$ cat config.mk
export PLATFORM = sky130hd
export DESIGN_NAME = first_fit_bitmap_block_allocator
export DESIGN_NICKNAME = d
export VERILOG_FILES = /design/src/ffba_pkg.sv /design/src/ffba_ram.sv /design/src/ffba_word_unit.sv /design/src/first_fit_bitmap_block_allocator.sv
export SDC_FILE = /design/constraint.sdc
export NUM_CORES = 2
export LEC_CHECK = 0
export ABC_CLOCK_PERIOD_IN_PS = 9500
export BUFFER_PORTS_ARGS = -buffer_cell sky130_fd_sc_hd__buf_2
export CORE_UTILIZATION = 60
export CTS_CLUSTER_SIZE = 24
export DETAILED_ROUTE_END_ITERATION = 6
export PLACE_DENSITY = 0.77
export RECOVER_POWER = 25
export SYNTH_ARGS = -nofsm -noshare
export SYNTH_HDL_FRONTEND = slang
export SYNTH_SLANG_ARGS = --single-unit
$ cat constraint.sdc
create_clock -name clk_i -period 9.5 [get_ports clk_i]
set_input_delay 0.95 -clock clk_i [delete_from_list [all_inputs] [get_ports clk_i]]
set_output_delay 0.95 -clock clk_i [all_outputs]
set_load 0.05 [all_outputs]
$ cat src/ffba_pkg.sv
// ----------------------------------------------------------------------------
// ffba_pkg
// Shared types and constants of the first-fit bitmap block allocator.
// ----------------------------------------------------------------------------
package ffba_pkg;

  // default sizes of the allocator
  localparam int unsigned MAP_BITS_DEF    = 1024;
  localparam int unsigned MAX_RUN_DEF     = 12;
  localparam int unsigned BLOCK_SHIFT_DEF = 12;

  // map words held in the ram
  localparam int unsigned WORD_W   = 32;
  localparam int unsigned WORD_LSB = 5;
  localparam int unsigned CHUNK_W  = 8;
  localparam int unsigned SUB_W    = 2;

  // configuration port
  localparam int unsigned DATA_W  = 32;
  localparam int unsigned PADDR_W = 3;
  localparam int unsigned RB_W    = 11;
  localparam logic [RB_W-1:0] REGION_BLOCKS_RST = 11'd1024;

  localparam logic [0:0] REG_REGION_START  = 1'b0;
  localparam logic [0:0] REG_REGION_BLOCKS = 1'b1;

  typedef enum logic [1:0] {
    CMD_ALLOC     = 2'd0,
    CMD_MARK_USED = 2'd1,
    CMD_MARK_FREE = 2'd2
  } cmd_e;

  typedef enum logic [1:0] {
    ST_OK        = 2'd0,
    ST_TOO_LARGE = 2'd1,
    ST_NO_SPACE  = 2'd2,
    ST_RANGE     = 2'd3
  } status_e;

  typedef enum logic [2:0] {
    S_CLEAR,
    S_IDLE,
    S_DECODE,
    S_ASCAN,
    S_MMOD,
    S_RC_INIT,
    S_RC_CNT
  } state_e;

  // what the word unit reports on the current map word
  typedef struct packed {
    logic                any_free;
    logic [WORD_LSB-1:0] first;
    logic [3:0]          chunk_free;
  } word_info_t;

endpackage

$ cat src/ffba_ram.sv
// ----------------------------------------------------------------------------
// ffba_ram
// Generic single-write, single-read ram with registered read data.
// ----------------------------------------------------------------------------
module ffba_ram #(
  parameter int unsigned WIDTH = ffba_pkg::WORD_W,
  parameter int unsigned DEPTH = ffba_pkg::MAP_BITS_DEF / ffba_pkg::WORD_W
) (
  input  logic                                   clk_i,
  input  logic                                   we_i,
  input  logic [((DEPTH > 1) ? $clog2(DEPTH) : 1)-1:0] waddr_i,
  input  logic [WIDTH-1:0]                       wdata_i,
  input  logic [((DEPTH > 1) ? $clog2(DEPTH) : 1)-1:0] raddr_i,
  output logic [WIDTH-1:0]                       rdata_o
);

  logic [WIDTH-1:0] mem_q [DEPTH];
  logic [WIDTH-1:0] rdata_q;

  always_ff @(posedge clk_i) begin
    if (we_i) begin
      mem_q[waddr_i] <= wdata_i;
    end
    rdata_q <= mem_q[raddr_i];
  end

  assign rdata_o = rdata_q;

endmodule

$ cat src/ffba_word_unit.sv
// ----------------------------------------------------------------------------
// ffba_word_unit
// Free-bit unit on one map word: region mask, lowest free bit and the free
// count of one byte of the word.
// ----------------------------------------------------------------------------
module ffba_word_unit #(
  parameter int unsigned WA_W  = 5,
  parameter int unsigned EXT_W = 12
) (
  input  logic [ffba_pkg::WORD_W-1:0] word_i,
  input  logic [WA_W-1:0]             word_addr_i,
  input  logic [EXT_W-1:0]            n_i,
  input  logic [ffba_pkg::SUB_W-1:0]  sub_i,
  output ffba_pkg::word_info_t        info_o
);

  logic [EXT_W-1:0]              base;
  logic [EXT_W-1:0]              rem;
  logic [ffba_pkg::WORD_W-1:0]   mask;
  logic [ffba_pkg::WORD_W-1:0]   free_bits;
  logic [ffba_pkg::CHUNK_W-1:0]  chunk;
  logic [ffba_pkg::WORD_LSB-1:0] first;
  logic [3:0]                    cnt;

  assign base = EXT_W'({word_addr_i, {ffba_pkg::WORD_LSB{1'b0}}});
  assign rem  = n_i - base;

  // only bits below the region size take part
  always_comb begin
    if (n_i <= base) begin
      mask = '0;
    end else if (rem >= EXT_W'(ffba_pkg::WORD_W)) begin
      mask = '1;
    end else begin
      mask = ~({ffba_pkg::WORD_W{1'b1}} << rem[ffba_pkg::WORD_LSB-1:0]);
    end
  end

  assign free_bits = ~word_i & mask;
  assign chunk     = free_bits[{sub_i, 3'b000} +: ffba_pkg::CHUNK_W];

  always_comb begin
    first = '0;
    for (int i = ffba_pkg::WORD_W - 1; i >= 0; i--) begin
      if (free_bits[i]) begin
        first = ffba_pkg::WORD_LSB'(i);
      end
    end
  end

  always_comb begin
    cnt = '0;
    for (int i = 0; i < ffba_pkg::CHUNK_W; i++) begin
      cnt = cnt + 4'(chunk[i]);
    end
  end

  assign info_o.any_free   = |free_bits;
  assign info_o.first      = first;
  assign info_o.chunk_free = cnt;

endmodule

$ cat src/first_fit_bitmap_block_allocator.sv
// ----------------------------------------------------------------------------
// first_fit_bitmap_block_allocator
// Bitmap block allocator: first-fit runs, single-bit mark used and mark free.
// ----------------------------------------------------------------------------
// Usage: drive cmd_i, file_size_i and block_index_i and raise start; the
// command is taken at a clock edge with start high and busy low. Results
// come out one per cycle, save where an allocate steps past a full word,
// with out_valid_o high for exactly one cycle each; last_o marks the final
// one of a command. The receiver cannot stall, so every strobed transfer is
// taken as it stands. An allocate gives one result per claimed block, or one
// status result. The map is kept as 32-bit words in a ram and walked by one
// free-bit unit: an allocate claims the lowest free bit of the current word
// per result, writes back each word it leaves full and the word of its last
// claim; a mark command reads, modifies and writes back one word. Reset
// starts a clearing pass over every map word, with busy high. A write of
// region_blocks through the APB port starts a recount of the free blocks,
// one byte of a map word at a time, with busy high. region_start writes take
// effect at once.
// ----------------------------------------------------------------------------
module first_fit_bitmap_block_allocator #(
  parameter int unsigned MAP_BITS    = ffba_pkg::MAP_BITS_DEF,
  parameter int unsigned MAX_RUN     = ffba_pkg::MAX_RUN_DEF,
  parameter int unsigned BLOCK_SHIFT = ffba_pkg::BLOCK_SHIFT_DEF
) (
  input  logic                         clk_i,
  input  logic                         rst_ni,
  input  logic                         start,
  output logic                         busy,
  input  logic [1:0]                   cmd_i,
  input  logic [31:0]                  file_size_i,
  input  logic [9:0]                   block_index_i,
  output logic                         out_valid_o,
  output logic [1:0]                   status_o,
  output logic [31:0]                  block_number_o,
  output logic [3:0]                   run_position_o,
  output logic [3:0]                   run_length_o,
  output logic                         last_o,
  input  logic                         psel,
  input  logic                         penable,
  input  logic                         pwrite,
  input  logic [ffba_pkg::PADDR_W-1:0] paddr,
  input  logic [ffba_pkg::DATA_W-1:0]  pwdata,
  output logic [ffba_pkg::DATA_W-1:0]  prdata,
  output logic                         pready
);

  localparam int unsigned WORDS = (MAP_BITS + ffba_pkg::WORD_W - 1) / ffba_pkg::WORD_W;
  localparam int unsigned WA_W  = (WORDS > 1) ? $clog2(WORDS) : 1;
  localparam int unsigned GI_W  = WA_W + ffba_pkg::WORD_LSB;
  localparam int unsigned CNT_W = $clog2(MAP_BITS + 1);
  localparam int unsigned EXT_W = ((CNT_W > ffba_pkg::RB_W) ? CNT_W : ffba_pkg::RB_W) + 1;
  localparam int unsigned RUN_W = $clog2(MAX_RUN + 1);
  localparam int unsigned RST_FREE =
    (int'(ffba_pkg::REGION_BLOCKS_RST) > MAP_BITS) ? MAP_BITS
                                                   : int'(ffba_pkg::REGION_BLOCKS_RST);
  localparam logic [WA_W-1:0] LAST_WORD = WA_W'(WORDS - 1);

  ffba_pkg::state_e state_q, state_d;
  logic                        pend_q, pend_d;
  logic [WA_W-1:0]             addr_q, addr_d;
  logic [ffba_pkg::WORD_W-1:0] word_q, word_d;
  logic                        fresh_q, fresh_d;
  logic [ffba_pkg::SUB_W-1:0]  sub_q, sub_d;
  logic [RUN_W-1:0]            k_q, k_d;
  logic [RUN_W-1:0]            need_q, need_d;
  logic [CNT_W-1:0]            free_q, free_d;
  ffba_pkg::cmd_e              cmd_q;
  logic [31:0]                 size_q;
  logic [9:0]                  idx_q;
  logic [31:0]                 region_start_q;
  logic [ffba_pkg::RB_W-1:0]   region_blocks_q;

  logic                        out_valid_q, out_valid_d;
  ffba_pkg::status_e           status_q, status_d;
  logic [31:0]                 bnum_q, bnum_d;
  logic [3:0]                  pos_q, pos_d;
  logic [3:0]                  len_q, len_d;
  logic                        last_q, last_d;

  logic                        ram_we;
  logic [WA_W-1:0]             ram_waddr;
  logic [ffba_pkg::WORD_W-1:0] ram_wdata;
  logic [WA_W-1:0]             ram_raddr;
  logic [ffba_pkg::WORD_W-1:0] ram_rdata;

  logic                        accept;
  logic                        cfg_wr;
  logic                        rb_wr;
  logic [EXT_W-1:0]            rb_ext;
  logic [EXT_W-1:0]            n_eff;
  logic [32:0]                 size_sum;
  logic [32:0]                 need_full;
  logic                        too_large;
  logic                        need_zero;
  logic [RUN_W-1:0]            need_short;
  logic                        short_free;
  logic                        idx_ok;
  logic [GI_W-1:0]             idx_g;
  logic [ffba_pkg::WORD_W-1:0] cur;
  logic [ffba_pkg::WORD_W-1:0] claim_bit;
  logic [ffba_pkg::WORD_W-1:0] mark_bit;
  logic [31:0]                 bnum_claim;
  logic                        claim_last;
  ffba_pkg::word_info_t        info;

  // ---------------------------------------------------------------------------
  // configuration port
  // ---------------------------------------------------------------------------
  assign pready = 1'b1;
  assign cfg_wr = psel & penable & pwrite & pready;
  assign rb_wr  = cfg_wr && (paddr[ffba_pkg::PADDR_W-1] == ffba_pkg::REG_REGION_BLOCKS);
  assign prdata = (paddr[ffba_pkg::PADDR_W-1] == ffba_pkg::REG_REGION_BLOCKS)
                  ? ffba_pkg::DATA_W'(region_blocks_q) : region_start_q;

  always_ff @(posedge clk_i or negedge rst_ni) begin
    if (!rst_ni) begin
      region_start_q  <= '0;
      region_blocks_q <= ffba_pkg::REGION_BLOCKS_RST;
    end else if (cfg_wr) begin
      if (paddr[ffba_pkg::PADDR_W-1] == ffba_pkg::REG_REGION_BLOCKS) begin
        region_blocks_q <= pwdata[ffba_pkg::RB_W-1:0];
      end else begin
        region_start_q <= pwdata;
      end
    end
  end

  // ---------------------------------------------------------------------------
  // shared decode terms
  // ---------------------------------------------------------------------------
  assign busy   = (state_q != ffba_pkg::S_IDLE) | pend_q;
  assign accept = start & ~busy;

  assign rb_ext = EXT_W'(region_blocks_q);
  assign n_eff  = (rb_ext > EXT_W'(MAP_BITS)) ? EXT_W'(MAP_BITS) : rb_ext;

  assign size_sum   = {1'b0, size_q} + ((33'd1 << BLOCK_SHIFT) - 33'd1);
  assign need_full  = size_sum >> BLOCK_SHIFT;
  assign too_large  = need_full > 33'(MAX_RUN);
  assign need_zero  = (need_full == 33'd0);
  assign need_short = RUN_W'(need_full);
  assign short_free = EXT_W'(free_q) < EXT_W'(need_short);

  assign idx_ok = EXT_W'(idx_q) < n_eff;
  assign idx_g  = GI_W'(idx_q);

  // the word just read is used once, then the working copy
  assign cur        = fresh_q ? ram_rdata : word_q;
  assign claim_bit  = ffba_pkg::WORD_W'(1) << info.first;
  assign mark_bit   = ffba_pkg::WORD_W'(1) << idx_g[ffba_pkg::WORD_LSB-1:0];
  assign bnum_claim = region_start_q + 32'({addr_q, info.first});
  assign claim_last = (RUN_W'(k_q + 1'b1) == need_q);

  ffba_word_unit #(
    .WA_W  (WA_W),
    .EXT_W (EXT_W)
  ) u_word_unit (
    .word_i      (cur),
    .word_addr_i (addr_q),
    .n_i         (n_eff),
    .sub_i       (sub_q),
    .info_o      (info)
  );

  ffba_ram #(
    .WIDTH (ffba_pkg::WORD_W),
    .DEPTH (WORDS)
  ) u_map_ram (
    .clk_i   (clk_i),
    .we_i    (ram_we),
    .waddr_i (ram_waddr),
    .wdata_i (ram_wdata),
    .raddr_i (ram_raddr),
    .rdata_o (ram_rdata)
  );

  // ---------------------------------------------------------------------------
  // sequencer: next state
  // ---------------------------------------------------------------------------
  always_comb begin
    state_d = state_q;
    case (state_q)
      ffba_pkg::S_CLEAR: begin
        if (addr_q == LAST_WORD) begin
          state_d = pend_q ? ffba_pkg::S_RC_INIT : ffba_pkg::S_IDLE;
        end
      end
      ffba_pkg::S_IDLE: begin
        if (pend_q) begin
          state_d = ffba_pkg::S_RC_INIT;
        end else if (accept) begin
          state_d = ffba_pkg::S_DECODE;
        end
      end
      ffba_pkg::S_DECODE: begin
        case (cmd_q)
          ffba_pkg::CMD_ALLOC: begin
            if (too_large || need_zero || short_free) begin
              state_d = ffba_pkg::S_IDLE;
            end else begin
              state_d = ffba_pkg::S_ASCAN;
            end
          end
          ffba_pkg::CMD_MARK_USED, ffba_pkg::CMD_MARK_FREE: begin
            state_d = idx_ok ? ffba_pkg::S_MMOD : ffba_pkg::S_IDLE;
          end
          default: state_d = ffba_pkg::S_IDLE;
        endcase
      end
      ffba_pkg::S_ASCAN: begin
        if (info.any_free && claim_last) begin
          state_d = ffba_pkg::S_IDLE;
        end
      end
      ffba_pkg::S_MMOD:    state_d = ffba_pkg::S_IDLE;
      ffba_pkg::S_RC_INIT: state_d = ffba_pkg::S_RC_CNT;
      ffba_pkg::S_RC_CNT: begin
        if (rb_wr) begin
          state_d = ffba_pkg::S_RC_INIT;
        end else if ((sub_q == '1) && (addr_q == LAST_WORD)) begin
          state_d = ffba_pkg::S_IDLE;
        end
      end
      default: state_d = ffba_pkg::S_IDLE;
    endcase
  end

  // ---------------------------------------------------------------------------
  // sequencer: datapath and outputs
  // ---------------------------------------------------------------------------
  always_comb begin
    pend_d      = pend_q | rb_wr;
    addr_d      = addr_q;
    word_d      = word_q;
    fresh_d     = fresh_q;
    sub_d       = sub_q;
    k_d         = k_q;
    need_d      = need_q;
    free_d      = free_q;
    out_valid_d = 1'b0;
    status_d    = status_q;
    bnum_d      = bnum_q;
    pos_d       = pos_q;
    len_d       = len_q;
    last_d      = last_q;
    ram_we      = 1'b0;
    ram_waddr   = addr_q;
    ram_wdata   = cur;
    ram_raddr   = addr_q;

    case (state_q)
      ffba_pkg::S_CLEAR: begin
        ram_we    = 1'b1;
        ram_wdata = '0;
        addr_d    = WA_W'(addr_q + 1'b1);
      end
      ffba_pkg::S_IDLE: begin
        fresh_d = 1'b0;
      end
      ffba_pkg::S_DECODE: begin
        case (cmd_q)
          ffba_pkg::CMD_ALLOC: begin
            if (too_large || need_zero || short_free) begin
              out_valid_d = 1'b1;
              bnum_d      = '0;
              pos_d       = '0;
              len_d       = '0;
              last_d      = 1'b1;
              if (too_large) begin
                status_d = ffba_pkg::ST_TOO_LARGE;
              end else if (need_zero) begin
                status_d = ffba_pkg::ST_OK;
              end else begin
                status_d = ffba_pkg::ST_NO_SPACE;
              end
            end else begin
              need_d    = need_short;
              k_d       = '0;
              addr_d    = '0;
              ram_raddr = '0;
              fresh_d   = 1'b1;
            end
          end
          ffba_pkg::CMD_MARK_USED, ffba_pkg::CMD_MARK_FREE: begin
            if (!idx_ok) begin
              out_valid_d = 1'b1;
              status_d    = ffba_pkg::ST_RANGE;
              bnum_d      = '0;
              pos_d       = '0;
              len_d       = '0;
              last_d      = 1'b1;
            end else begin
              addr_d    = idx_g[GI_W-1:ffba_pkg::WORD_LSB];
              ram_raddr = idx_g[GI_W-1:ffba_pkg::WORD_LSB];
              fresh_d   = 1'b1;
            end
          end
          default: ;
        endcase
      end
      ffba_pkg::S_ASCAN: begin
        fresh_d = 1'b0;
        if (info.any_free) begin
          word_d      = cur | claim_bit;
          out_valid_d = 1'b1;
          status_d    = ffba_pkg::ST_OK;
          bnum_d      = bnum_claim;
          pos_d       = 4'(k_q);
          len_d       = 4'(need_q);
          last_d      = claim_last;
          k_d         = RUN_W'(k_q + 1'b1);
          free_d      = CNT_W'(free_q - 1'b1);
          if (claim_last) begin
            ram_we    = 1'b1;
            ram_wdata = cur | claim_bit;
          end
        end else begin
          // word exhausted: write it back and move on
          ram_we    = 1'b1;
          ram_wdata = cur;
          addr_d    = WA_W'(addr_q + 1'b1);
          ram_raddr = WA_W'(addr_q + 1'b1);
          fresh_d   = 1'b1;
        end
      end
      ffba_pkg::S_MMOD: begin
        fresh_d     = 1'b0;
        ram_we      = 1'b1;
        out_valid_d = 1'b1;
        status_d    = ffba_pkg::ST_OK;
        bnum_d      = region_start_q + 32'(idx_g);
        pos_d       = '0;
        len_d       = '0;
        last_d      = 1'b1;
        if (cmd_q == ffba_pkg::CMD_MARK_USED) begin
          ram_wdata = cur | mark_bit;
          if ((cur & mark_bit) == '0) begin
            free_d = CNT_W'(free_q - 1'b1);
          end
        end else begin
          ram_wdata = cur & ~mark_bit;
          if ((cur & mark_bit) != '0) begin
            free_d = CNT_W'(free_q + 1'b1);
          end
        end
      end
      ffba_pkg::S_RC_INIT: begin
        pend_d    = rb_wr;
        addr_d    = '0;
        sub_d     = '0;
        free_d    = '0;
        ram_raddr = '0;
        fresh_d   = 1'b1;
      end
      ffba_pkg::S_RC_CNT: begin
        if (!rb_wr) begin
          free_d  = CNT_W'(free_q + CNT_W'(info.chunk_free));
          word_d  = cur;
          fresh_d = 1'b0;
          sub_d   = ffba_pkg::SUB_W'(sub_q + 1'b1);
          if ((sub_q == '1) && (addr_q != LAST_WORD)) begin
            addr_d    = WA_W'(addr_q + 1'b1);
            ram_raddr = WA_W'(addr_q + 1'b1);
            fresh_d   = 1'b1;
          end
        end
      end
      default: ;
    endcase
  end

  // ---------------------------------------------------------------------------
  // registers
  // ---------------------------------------------------------------------------
  always_ff @(posedge clk_i or negedge rst_ni) begin
    if (!rst_ni) begin
      state_q     <= ffba_pkg::S_CLEAR;
      pend_q      <= 1'b0;
      addr_q      <= '0;
      fresh_q     <= 1'b0;
      sub_q       <= '0;
      k_q         <= '0;
      free_q      <= CNT_W'(RST_FREE);
      out_valid_q <= 1'b0;
    end else begin
      state_q     <= state_d;
      pend_q      <= pend_d;
      addr_q      <= addr_d;
      fresh_q     <= fresh_d;
      sub_q       <= sub_d;
      k_q         <= k_d;
      free_q      <= free_d;
      out_valid_q <= out_valid_d;
    end
  end

  always_ff @(posedge clk_i) begin
    word_q   <= word_d;
    need_q   <= need_d;
    status_q <= status_d;
    bnum_q   <= bnum_d;
    pos_q    <= pos_d;
    len_q    <= len_d;
    last_q   <= last_d;
    if (accept) begin
      cmd_q  <= ffba_pkg::cmd_e'(cmd_i);
      size_q <= file_size_i;
      idx_q  <= block_index_i;
    end
  end

  assign out_valid_o    = out_valid_q;
  assign status_o       = status_q;
  assign block_number_o = bnum_q;
  assign run_position_o = pos_q;
  assign run_length_o   = len_q;
  assign last_o         = last_q;

endmodule
## Yosys cells after proc, flatten, opt, wreduce, memory -nomap -nowiden

Memory sizes are Yosys's and may differ from the RTL's. A register that Yosys moved wholly into a read port is not among the register bits.
Index checks and enable logic that the tools add are counted.

| cells by class | value |
|---|---|
| bitwise operators | 16 |
| reduce and logical (&&, ||, !) cells | 32 |
| eq/ne operators | 28 |
| add/subtract/negate cells | 17 |
| shift operators | 4 |
| multiplexer cells | 117 |
| order comparisons | 6 |

Operator list:

| kind | number |
|---|---|
| $mux W32 | 12 |
| $pmux W32 S3 | 2 |
| $mux W5 | 37 |
| $pmux W32 S2 | 2 |
| $and A32 B32 Y32 | 3 |
| $not A32 Y32 | 3 |
| $mux W11 | 6 |
| $add A32 B10 Y32 | 2 |
| $or A32 B32 Y32 | 2 |
| $shl A1 B5 Y32 const A | 2 |
| $pmux W11 S4 | 1 |
| $add A32 B12 Y33 const B | 1 |
| $logic_not A33 Y1 | 1 |
| $logic_not A32 Y1 | 1 |
| $reduce_bool A32 Y1 | 1 |
| $reduce_or A32 Y1 | 1 |
| $shiftx A32 B6 Y8 | 1 |
| $shl A32 B5 Y32 const A | 1 |
| $mux W4 | 7 |
| $pmux W5 S5 | 1 |
| $add A4 B1 Y4 | 6 |
| $mux W3 | 8 |
| $ne A3 B3 Y1 const B | 8 |
| $pmux W4 S3 | 2 |
| 54 further kinds | 109 |

| word-level totals | value |
|---|---|
| memories kept | 1 |
| bits in writable memories | 1024 |
| output and inout port bits | 78 |
| register bits after elaboration | 194 |

Memory list:

| name | depth | bits a word | rd ports | clocked after memory_dff | write ports | line | source |
|---|---|---|---|---|---|---|---|
| u_map_ram.mem_q | 32 | 32 | 1 | 1 | 1 | ffba_ram.sv:17 | `logic [WIDTH-1:0] mem_q [DEPTH];` |

## Longest topological paths before layout

| depth | value |
|---|---|
| depth after elaboration | 45 |
| gate-level depth with buffers | 36 |

## Modules after synthesis

A second synthesis with hierarchy kept.

| second synthesis, totals | value |
|---|---|
| cells, all modules | 3869 |
| area, all modules | 55007.8 sq um |

Modules (own cells, without submodules):

| module | cells an instance | seq. area each (sq um) | area an instance (sq um) | times used |
|---|---|---|---|---|
| ffba_ram | 2260 | 31390.1 | 40492.6 | 1 |
| first_fit_bitmap_block_allocator | 1344 | 5472.7 | 12670.9 | 1 |
| ffba_word_unit | 265 | 0.0 | 1844.3 | 1 |

## Worst setup path after synthesis

OpenSTA, ideal clock, no wires.

| path | value |
|---|---|
| path kind | register to register |
| start point | register region_blocks_q[10] in the netlist's numbering |
| end point | register free_q[9] |
| setup slack | 2.180 ns |
| stages on the path, launching flop included | 33 |
| arrival time | 7.199 ns |
| required time | 9.379 ns |
| clock period less this slack | 7.320 ns |
| cells stage by stage | dfstp_2 -> inv_1 -> clkbuf_1 -> nand2_1 -> ha_1 -> inv_1 -> fa_1 -> and3_1 -> nor3_1 -> o221ai_2 -> a21oi_1 -> buf_2 -> a21oi_1 -> and3_1 -> mux4_2 -> ha_1 -> inv_1 -> fa_1 -> inv_1 -> fa_1 -> inv_1 -> fa_1 -> fa_1 -> inv_1 -> ha_1 -> a21o_1 -> a21oi_1 -> nor2b_1 -> o21ai_0 -> o22ai_1 -> a21oi_1 -> nor2_1 -> a22o_1 |

| between the ends | value |
|---|---|
| longest elaborated chain between the ends | 19 |

Ends and longest elaborated chain:

| what | line | source |
|---|---|---|
| start: declaration | first_fit_bitmap_block_allocator.sv:71 | `logic [ffba_pkg::RB_W-1:0] region_blocks_q;` |
| start signal: assignment | first_fit_bitmap_block_allocator.sv:118 | `region_blocks_q <= ffba_pkg::REGION_BLOCKS_RST;` |
| start signal: assignment | first_fit_bitmap_block_allocator.sv:121 | `region_blocks_q <= pwdata[ffba_pkg::RB_W-1:0];` |
| $gt A11 B11 Y1 | first_fit_bitmap_block_allocator.sv:135 | `assign n_eff = (rb_ext > EXT_W'(MAP_BITS)) ? EXT_W'(MAP_BITS) : rb_ext;` |
| $mux W11 (*) | first_fit_bitmap_block_allocator.sv:135 |  |
| branches (longest 4 deep; another with $sub A11 B10 Y12) | - |  |
| $mux W32 (*) | ffba_word_unit.sv:30 | `if (n_i <= base) begin` |
| $and A32 B32 Y32 (*) | ffba_word_unit.sv:39 | `assign free_bits = ~word_i & mask;` |
| $shiftx A32 B6 Y8 | ffba_word_unit.sv:40 | `assign chunk = free_bits[{sub_i, 3'b000} +: ffba_pkg::CHUNK_W];` |
| $add A1 B1 Y2 | ffba_word_unit.sv:54 | `cnt = cnt + 4'(chunk[i]);` |
| $add A4 B1 Y4 (6 in a row) | ffba_word_unit.sv:54 |  |
| $add A11 B4 Y11 | first_fit_bitmap_block_allocator.sv:357 | `free_d = CNT_W'(free_q + CNT_W'(info.chunk_free));` |
| $mux W11 | first_fit_bitmap_block_allocator.sv:356 | `if (!rb_wr) begin` |
| $pmux W11 S4 | first_fit_bitmap_block_allocator.sv:251 | `case (state_q)` |
| end signal: assignment | first_fit_bitmap_block_allocator.sv:383 | `free_q <= CNT_W'(RST_FREE);` |
| end signal: assignment | first_fit_bitmap_block_allocator.sv:392 | `free_q <= free_d;` |
| end: declaration | first_fit_bitmap_block_allocator.sv:66 | `logic [CNT_W-1:0] free_q, free_d;` |

Every way passes the cells marked *. The select of a mux whose other input is x is not followed.
A chain may end at the register's enable or synchronous reset.

## Worst setup path in the final report

| path | value |
|---|---|
| start point | register region_blocks_q[10] in the netlist's numbering |
| end point | memory u_map_ram.mem_q[23][29] in the netlist's numbering, enable pin |

| between the ends | value |
|---|---|
| longest elaborated chain between the ends | 13 |

Ends and longest elaborated chain:

| what | line | source |
|---|---|---|
| $gt A11 B11 Y1 | first_fit_bitmap_block_allocator.sv:135 |  |
| $mux W11 (*) | first_fit_bitmap_block_allocator.sv:135 |  |
| branches (longest 4 deep; another with $sub A11 B10 Y12) | - |  |
| $mux W32 (*) | ffba_word_unit.sv:30 |  |
| $and A32 B32 Y32 (*) | ffba_word_unit.sv:39 |  |
| $reduce_or A32 Y1 (*) | ffba_word_unit.sv:58 | `assign info_o.any_free = \|free_bits;` |
| $mux W1 (*) | first_fit_bitmap_block_allocator.sv:303 | `if (info.any_free) begin` |
| $pmux W1 S2 (*) | first_fit_bitmap_block_allocator.sv:251 |  |
| $mux W1 (*) | ffba_ram.sv:21 | `if (we_i) begin` |
| $mux W1 (not written as such) (*) | ffba_ram.sv:22 | `mem_q[waddr_i] <= wdata_i;` |
| end: declaration | ffba_ram.sv:17 |  |

Every way passes the cells marked *.

==> run metrics <==
Detailed Routing Iterations Pass 1=7; Die Area=0.09175 mm^2; crit share post-route=0.9285; detailed-route vias per instance=6.718; Vert. Die Dim=302.9 um; register area=0.03686 mm^2; Worst Hold Class=input port to async pin; Slew @ Worst Pin=3.978 ns; drt wl/cell=27.65 um; CTS tree=yes; Synth area leader=edfxtp_1; # fillers=6023; antenna viol nets, final=0; share of the synthesized area in the top cell type=0.6340; reg2reg end=u_map_ram.mem_q[23][29]; RSZ-0062 raised after global routing=no; CTS Buf Count=117; worst r2r src=region_blocks_q[10]; Root Driver=clkbuf_16; vias in the first global route=35822; first-pass GRT wire length=225900 um; hold buffers post-CTS=0; fmax=113.4 MHz; Syn Area/Cell=12.90 um^2; area of all placed cells without fillers=0.06036 mm^2; top post-synthesis cells by area=edfxtp_1 63%, nand2_1 4.7%, dfrtp_1 3.2%; failing checks=DRC, capacitance limit, slew limit; Gate Count Post-Synth=4213; Post-synth ARST share=0.05680; post-CTS resize count=0; GRT Total Usage=0.3348; Crit path arrival time=9.16 ns; CP max stage delay=2.13 ns; total number of vias=37645; Most used DFF post-synth=edfxtp_1; setup TNS=0 ns; DRC violations left=1; r2r worst-path depth=19; setup bufs post-CTS=0; pwr dens=396.3 mW/mm^2; area delta synth->final=11.10%; commonest non-fill, non-tap cells in the layout=1147 x edfxtp_1, 687 x nand2_1, 252 x nor2_1; 1st-iter DRT viols=5529; share of cells above drive strength 1=0.1253; status=complete, but fails checks; Post-Syn Nets=4352; # IOs=163; Clock Skew=0.07715 ns; setup violators final=0; Mapped Area=0.05433 mm^2; Crit path top cell by count=nand2_1; routed wire length=155000 um; non-filler cells, final=5604; Leak=0.02075 uW; Crit Path Category=flip-flop to flip-flop; WP data required=9.84 ns; count of cell types in the netlist=93; pin count of the biggest net entering global routing=169; Slowest cell on crit path=nor2_1; Hold Vio Cnt, Final=0; RePlAce Congestion=1.092; num rows=109; Post-synth EDFFs=1147; worst skew pair latency=0.74 ns; Worst Path Buf+Inv=3; crit path max fanout=19; Setup crit end kind=flip-flop; Final nets=4478; critical path's top delay family=simple AND/OR/NAND/NOR gates; DP Wirelength=93860 um; CTS sink cnt=1250; core area=0.08906 mm^2; CTS H-tree lvls=3; Max Slew Vio Count=497; Max-cap violations=24; part of the Yosys area used for sequential elements=0.6785; Rel. slew slack=-1.652; grt ovf=0; most common cell after layout, fill and taps aside=edfxtp_1; area of the multi-input gates=0.01636 mm^2; Ys Warns=0; placed inst area=0.05675 mm^2; R2R setup slack=0.68 ns; antenna violations before repair=1; maximum clock path buffer count=3; ordered list of cells on the worst path=inv_1 > nand2_1 > ha_1 > inv_1 > fa_1 > xor2_1 > nor3b_1 > o221ai_2 > a21o_1 > o311ai_0 > and4_1 > and3b_1 > nand2_1 > nand2_1 > nand2_1 > nand2_1 > nand2_1 > nor2_1 > buf_4; number of I/O port buffers=159; Initial Util=0.6100; clock-pin slew on the worst setup and hold paths=0.06 ns; maximum vdd drop=0.3591 mV; Tmin final=8.820 ns; crit start category=flip-flop; #FFs+latches synth=1250; die width=302.9 um; placed cell count=5385
## Yosys cell counts, types with 32 or more instances
cell / instances
ha_1: 47
and3_1: 82
a31oi_1: 119
inv_1: 54
o32ai_1: 40
nand3_1: 65
nor3_1: 57
o21ai_0: 198
a211oi_1: 52
mux2i_1: 114
nor2_1: 268
clkbuf_1: 151
edfxtp_1: 1147
dfrtp_1: 69
buf_2: 79
a22oi_1: 53
o22ai_1: 91
a21oi_1: 201
mux2_2: 91
nor2b_1: 41
dfxtp_1: 32
nand2_1: 687
and2_1: 58
## worst reg2reg max path, cell delays in order (launching register included)
cell	delay, ns
dfstp_2	0.72
inv_1	0.32
nand2_1	0.21
ha_1	0.19
inv_1	0.06
fa_1	0.41
xor2_1	0.17
nor3b_1	0.27
o221ai_2	0.24
a21o_1	0.43
o311ai_0	0.84
and4_1	0.45
and3b_1	0.40
nand2_1	0.24
nand2_1	0.12
nand2_1	0.06
nand2_1	0.18
nand2_1	0.38
nor2_1	2.13
buf_4	0.65
## registers in the layout, summed over array words and instances (netlist names), 2 cells and up
signal,count
u_map_ram.mem_q,1024
region_start_q,32
k_q,4
run_position_o,4
size_q,32
status_o,2
sub_q,2
free_q,11
word_q,32
idx_g,10
state_q,3
u_map_ram.rdata_o,32
addr_q,5
run_length_o,4
block_number_o,32
region_blocks_q,11
cmd_q,2
need_q,4
## cell families (layout without fill, tap and decap cells)
logic type,count (synthesis),in the layout,share of synthesized area
and+or+nand+nor,1345,1345,0.1094
buffers and inverters,318,542,0.02648
DFF,1250,1250,0.6785
AOI/OAI and AO/OA,975,975,0.1177
muxes,221,221,0.04650
xor gates and xnor gates,49,49,0.007899
adders and majority gates,54,54,0.01340
other,1,3,0.00006902
## layout make-up
class                           instances  share of cell area
Sequential cell                      1250              0.6108
Clock buffer                          160             0.05421
Clock inverter                         57             0.01016
Multi-Input combinational cell       2645              0.2711
Antenna cell                            2          0.00008292
Timing Repair Buffer                  268             0.02597
Tap cell                             1165             0.02415
Inverter                               57            0.003545
## routing by layer
metal	GRT usage	part of all wire	routed length, um	up-vias
met4	0.1561	0.047	7276	0
met3	0.07590	0.11	17320	388
li1	-	-	-	16212
met1	0.4621	0.39	60080	18658
met2	0.5091	0.45	70300	2387
met5	0	0	0	-
## worst max path at each step
| stage | from | depth (start not counted) | end |
|---|---|---|---|
| final | region_blocks_q[10] | 19 | u_map_ram.mem_q[23][29] |
| after global routing | region_blocks_q[10] | 36 | block_number_o[28] |
| after CTS | region_blocks_q[10] | 35 | block_number_o[27] |
| after detailed placement | region_blocks_q[10] | 32 | free_q[9] |
| after global placement | region_blocks_q[10] | 32 | free_q[9] |
| after floorplan | region_blocks_q[10] | 32 | free_q[9] |
## where the power goes
part | leakage, uW | switching, uW | internal [uW] | total, uW
registers | 0.0116 | 357 | 7990 | 8340
clock network | 0.00190 | 2060 | 2660 | 4720
logic | 0.00728 | 7650 | 3210 | 10900
total | 0.0208 | 10100 | 13900 | 23900
## metrics by stage
step,utilization,power [uW],setup slack [ns],hold slack (ns)
6_report,0.6777,23920,0.6797,0.1576
3_5_place_dp,0.6373,19020,1.243,0.4766
4_1_cts,0.6809,23730,1.165,0.03224
3_3_place_gp,0.6373,18780,1.301,0.4655
5_1_grt,0.6777,24950,0.2556,0.1724
2_1_floorplan,-,15680,2.180,0.4467
Note: power is estimated with default switching activity, not from simulation.
